### src/sv/fcml_pkg.sv
package fcml_pkg;

	// Request actions
	typedef enum logic [1:0] {
		ACT_FRAME     = 2'd0,
		ACT_RD_CNT    = 2'd1,
		ACT_RD_ENTRY  = 2'd2,
		ACT_NONE      = 2'd3
	} action_t;

	// Frame classes reported in the response
	typedef enum logic [2:0] {
		CLS_ARP     = 3'd0,
		CLS_TCP     = 3'd1,
		CLS_UDP     = 3'd2,
		CLS_ICMP    = 3'd3,
		CLS_OTHER   = 3'd4,
		CLS_UNKNOWN = 3'd5
	} frame_class_t;

	// Statistic counter indexes
	localparam int NUM_CNT     = 9;
	localparam int CNT_IP      = 0;
	localparam int CNT_ARP     = 1;
	localparam int CNT_UNKNOWN = 2;
	localparam int CNT_TCP     = 3;
	localparam int CNT_UDP     = 4;
	localparam int CNT_ICMP    = 5;
	localparam int CNT_OTHER   = 6;
	localparam int CNT_REDIR   = 7;
	localparam int CNT_UNREACH = 8;

	// Header codes
	localparam logic [15:0] ETYPE_ARP    = 16'h0806;
	localparam logic [15:0] ETYPE_IP     = 16'h0800;
	localparam logic [7:0]  PROTO_TCP    = 8'd6;
	localparam logic [7:0]  PROTO_UDP    = 8'd17;
	localparam logic [7:0]  PROTO_ICMP   = 8'd1;
	localparam logic [7:0]  ICMP_UNREACH = 8'd3;
	localparam logic [7:0]  ICMP_REDIR   = 8'd5;

	// Configuration register indexes
	localparam logic REG_ICMP_DETAIL = 1'b0;
	localparam logic REG_UNKNOWN_EN  = 1'b1;

	// Sequencer states
	typedef enum logic [2:0] {
		S_IDLE,
		S_SEARCH,
		S_LEARN_DST,
		S_LEARN_SRC,
		S_DONE
	} state_t;

	// Search keys broadcast to every cell
	typedef struct packed {
		logic [47:0] dst;
		logic [47:0] src;
		logic [5:0]  ridx;
		logic        rd_en;
	} key_t;

	// Token and partial results handed from cell to cell
	typedef struct packed {
		logic        tok;
		logic        hit_d;
		logic        hit_s;
		logic [47:0] rd;
	} link_t;

endpackage

### src/sv/fcml_cell.sv
module fcml_cell #(
	parameter int Idx      = 0,
	parameter int IdxWidth = 6,
	parameter int CntWidth = 7
) (
	input  logic                clk,
	input  logic                arst_n,
	input  fcml_pkg::key_t      key,
	input  logic [CntWidth-1:0] count,
	input  logic                wr_en,
	input  logic [IdxWidth-1:0] wr_idx,
	input  logic [47:0]         wr_data,
	input  fcml_pkg::link_t     link_in,
	output fcml_pkg::link_t     link_out
);

	logic [47:0]     entry_q;
	logic            valid;
	logic            rd_sel;
	fcml_pkg::link_t link_d;
	logic            tok_q;
	logic            hit_d_q;
	logic            hit_s_q;
	logic [47:0]     rd_q;

	// Store a learned address when this slot is addressed
	always_ff @(posedge clk) begin
		if (wr_en && (wr_idx == IdxWidth'(Idx))) begin
			entry_q <= wr_data;
		end
	end

	// Entries fill in order, so a slot below the count holds an address
	assign valid  = count > CntWidth'(Idx);
	assign rd_sel = key.rd_en && (32'(key.ridx) == 32'(Idx));

	// Merge this slot's match and read data into the passing token
	always_comb begin
		link_d       = link_in;
		link_d.hit_d = link_in.hit_d | (valid && (entry_q == key.dst));
		link_d.hit_s = link_in.hit_s | (valid && (entry_q == key.src));
		link_d.rd    = link_in.rd | (rd_sel ? entry_q : 48'd0);
	end

	// Hand the token to the next slot
	always_ff @(posedge clk or negedge arst_n) begin
		if (!arst_n) begin
			tok_q <= 1'b0;
		end else begin
			tok_q <= link_d.tok;
		end
	end

	always_ff @(posedge clk) begin
		hit_d_q <= link_d.hit_d;
		hit_s_q <= link_d.hit_s;
		rd_q    <= link_d.rd;
	end

	assign link_out = '{tok: tok_q, hit_d: hit_d_q, hit_s: hit_s_q, rd: rd_q};

endmodule

### config.mk
export PLATFORM = sky130hd
export DESIGN_NAME = fcml_cell
export DESIGN_NICKNAME = d
export VERILOG_FILES = /design/src/sv/fcml_pkg.sv /design/src/sv/fcml_cell.sv
export SDC_FILE = /design/constraint.sdc
export NUM_CORES = 1
export LEC_CHECK = 0
export ABC_AREA = 1
export ABC_CLOCK_PERIOD_IN_PS = 1100
export BUFFER_PORTS_ARGS = -buffer_cell sky130_fd_sc_hd__buf_4
export CAP_MARGIN = 20
export CORE_AREA = 8 8 135 137
export CTS_CLUSTER_DIAMETER = 120
export DETAILED_ROUTE_END_ITERATION = 8
export DIE_AREA = 0 0 143 145
export SYNTH_ARGS = -nofsm -noshare
export SYNTH_HDL_FRONTEND = slang
export SYNTH_SLANG_ARGS = --single-unit
### constraint.sdc
create_clock -name clk -period 1.1 [get_ports clk]
set_clock_uncertainty 0.05 [all_clocks]
set_input_delay 0.165 -clock clk [delete_from_list [all_inputs] [get_ports clk]]
set_output_delay 0.165 -clock clk [all_outputs]
set_load 0.005 [all_outputs]
==> summary.txt <==
Timing
  – Max transition margin: 77.2%
  – Worst Setup Slack, final: -217 ps
  – Fmax: roughly 760 MHz
  – Hold Vio Cnt, Final: 0
  – Final Slew Violations: 0
  – Post-route setup TNS: -400 ps
  – Unrepaired setup endpoints after global routing: true
  – Final min period: ~1300 ps
  – Worst Tran Pin Value: 340 ps
  – Final setup viols: 2
  – Period utilization: 120%
  – Min Hold Slack: 68.7 ps

Clock tree
  – Clock insertion delay at the later pin of the skew report: 340 ps
  – CTS tree: built
  – Root buffer cell: clkbuf_16
  – Clock H-tree levels: 3
  – Worst-path clk slew: 70 ps
  – Clock sinks: slightly below 100
  – Cts bufs inserted: 9
  – Clock buffer depth: 2

Floorplan
  – # rows: 47
  – Die Span Y: about 150 um
  – Initial core utilization: 29.3%
  – Die X: 143 um
  – Die ar.: 20,700 um^2
  – Num ports: between 200 and 300
  – Core Region: 16,200 um^2

Global route
  – Largest net degree at the start of global routing: 29
  – GRT Total Usage: roughly 16%
  – Global-route wire length before repair: 25,800 um
  – Total grt overflow: 0
  – Initial antenna violation count: 0
  – Vias in the first global route: about 5,200

Cells and area
  – Share of layout cells above drive strength 1: a little under two fifths
  – Final Instance Area: 8700 um^2
  – Synthesis-to-finish area growth: 83.7%
  – Fill cells: 1,483
  – Number of diodes: 0
  – Layout Nets: about 1,200

Hold path
  – Hold WC Path Type: input port to asynchronous set/reset pin

Drt
  – Drt pass-1 iters: 4
  – Detail Route Antenna Nets: 0
  – Vias/cell: 3.99
  – DRC: 0
  – Violation count after the first detailed-routing iteration: 87
  – DRT Wirelength: 16,600 um
  – Routed wire per std cell: 13.9 um
  – Via Count: 4,793

Placement
  – Place WS: -287 ps
  – Post-DP HPWL: 13,100 um
  – Post-DP Area: 7300 um^2
  – PortBufs: 268
  – GP Congestion: roughly 0.8

Power
  – Static leakage: 0.00435 uW
  – Pwr Density: 1010 nW/um^2
  – Pwr Total: 8780 uW
  – Worst-case vdd ir drop: 0.626 mV

Worst setup path
  – Most frequent CP cell: nand2_1
  – Critical Path AT: 1560 ps
  – Reg2reg path depth: 7
  – CP peak stage delay: roughly 460 ps
  – Crit Path Category: flip-flop to flip-flop
  – Start of the worst register-to-register path: entry_q[33]$_DFFE_PP_
  – CP max-delay cell: edfxtp_1
  – Worst R2R End: hit_s_q$_DFF_P_
  – CP endpoint kind: flip-flop
  – CP required: 1340 ps
  – Worst Setup Start Kind: flip-flop
  – Critical path fanouts, max: 3
  – Crit path cell chain: xnor2_1 -> nand2_1 -> nor2_4 -> nand3_2 -> nor2_2 -> nand2_1 -> nand2_1
  – Reg2reg setup slack: -220 ps

Logic synthesis
  – Post-synthesis compound-gate area fraction: 9.20%
  – Post-synth top area share: 30.5%
  – #FFs+latches synth: 99
  – Avg Inst Size Synth: 8.42 um^2
  – Sequential element share of the synthesized area: 52.1%
  – Post-Synth Adder-Cell Area: 0%
  – Synth unique cells: 17
  – Post-synthesis mux area share: 0%
  – Simple-gate area share of the yosys netlist: 20.6%
  – Cell with the most instances after synthesis: nand2_1
  – Synth area leader: edfxtp_1
  – Largest family of logic cells by synthesized area: simple AND/OR/NAND/NOR gates
  – Main synth FF type: dfxtp_1
  – Mapped Cells: about 560
  – Async set-reset flop share out of synthesis: 1.01%
  – Mapped Area: about 4700 um^2
  – Top post-synthesis cells by area: edfxtp_1 30%, dfxtp_1 21%, nand2_1 16%, inv_1 8.2%, xnor2_1 8.1%
  – Syn_nets: 780
  – Top cells by count, synth: 199 x nand2_1, 104 x inv_1, 51 x nor2_1
  – Post-synth EDFFs: 48
  – Synth warn: 0
  – XOR/XNOR Fraction of Synth Area: 8.51%

Flow run
  – Max cap viols: 0

Status
  – Status: complete, but fails checks
  – Failing checks: setup timing
## sequential cells by signal, summed over array words and instances, names as in the netlist
signal	flops
hit_d_q	1
rd_q	48
tok_q	1
hit_s_q	1
entry_q	48
## layer usage
layer  vias up  GRT usage (%)  share of wire, %
met5         -              0                 0
met1      2099           15.8                37
met4         0           6.38               2.4
met2       156           29.9                52
li1       2515              -                 -
met3        23           5.28               8.2
## cell families (layout without fill, tap and decap cells)
group | count (synthesis) | after routing
AO/OA/AOI/OAI | 48 | 48
XOR/XNOR | 46 | 46
buffers and inverters | 112 | 530
flip-flops | 99 | 99
AND/OR/NAND/NOR | 257 | 257
## cells in the final DEF (no fill, tap or decap), types with 2 or more instances in the layout
cell	synthesis	layout
nor2_2	0	7
xor2_1	2	2
clkbuf_16	0	9
nand2_1	199	198
nand3_2	0	2
nor2_1	51	41
xnor2_2	0	2
o21bai_2	20	20
dfxtp_1	50	50
nor2_4	0	3
buf_12	0	3
inv_1	104	104
dlygate4sd3_1	0	100
o21bai_1	28	28
edfxtp_1	48	48
xnor2_1	44	42
buf_4	4	307
## report_power, final
| group | internal (uW) | switching [uW] | total, uW | leakage [uW] |
|---|---|---|---|---|
| clock network | 1820 | 1440 | 3260 | 0.000143 |
| logic | 1050 | 459 | 1510 | 0.00334 |
| registers | 3970 | 38.7 | 4010 | 0.000865 |
## layout make-up
| type | count | area [um^2] | area share [%] |
|---|---|---|---|
| multi-input combinational | 351 | 1900 | 21.9 |
| clock buffer | 11 | 243 | 2.79 |
| clock inverter | 5 | 52.6 | 0.604 |
| inverter | 104 | 390 | 4.49 |
| timing repair buffer | 410 | 3370 | 38.7 |
| tap | 220 | 275 | 3.17 |
| sequential | 99 | 2470 | 28.4 |
## stage by stage
stage,std cells,util [%]
finish,1200,53.8
global route,1200,53.8
floorplan,562,-
CTS,1199,53.5
global placement,1079,45.1
detailed placement,1079,45.1
## worst max path at each step
stage,start,end,slack [ps],cells past startpoint
2_1_floorplan,wr_idx[1],entry_q[0]$_DFFE_PP_,-250,2
3_3_place_gp,entry_q[21]$_DFFE_PP_,hit_s_q$_DFF_P_,-300,10
3_5_place_dp,entry_q[21]$_DFFE_PP_,hit_s_q$_DFF_P_,-290,10
5_1_grt,entry_q[13]$_DFFE_PP_,hit_d_q$_DFF_P_,-340,10
6_report,entry_q[33]$_DFFE_PP_,hit_s_q$_DFF_P_,-220,7
4_1_cts,entry_q[27]$_DFFE_PP_,hit_s_q$_DFF_P_,-230,7
## worst max-delay path: cells and delay by family (launching register included)
kind	cells	cell delay [ps]
flops	1	460
simple gates	6	560
xor+xnor	1	190
## repair_timing
action                                 in CTS  in global routing
hold buffers                              100                  0
gates resized for setup                     6                 11
buffers inserted                            4                  1
pin swaps                                   9                  8
endpoints found under the hold margin     100                  0
setup endpoints to repair                   2                  2
Note: power is estimated with default switching activity, not from simulation.
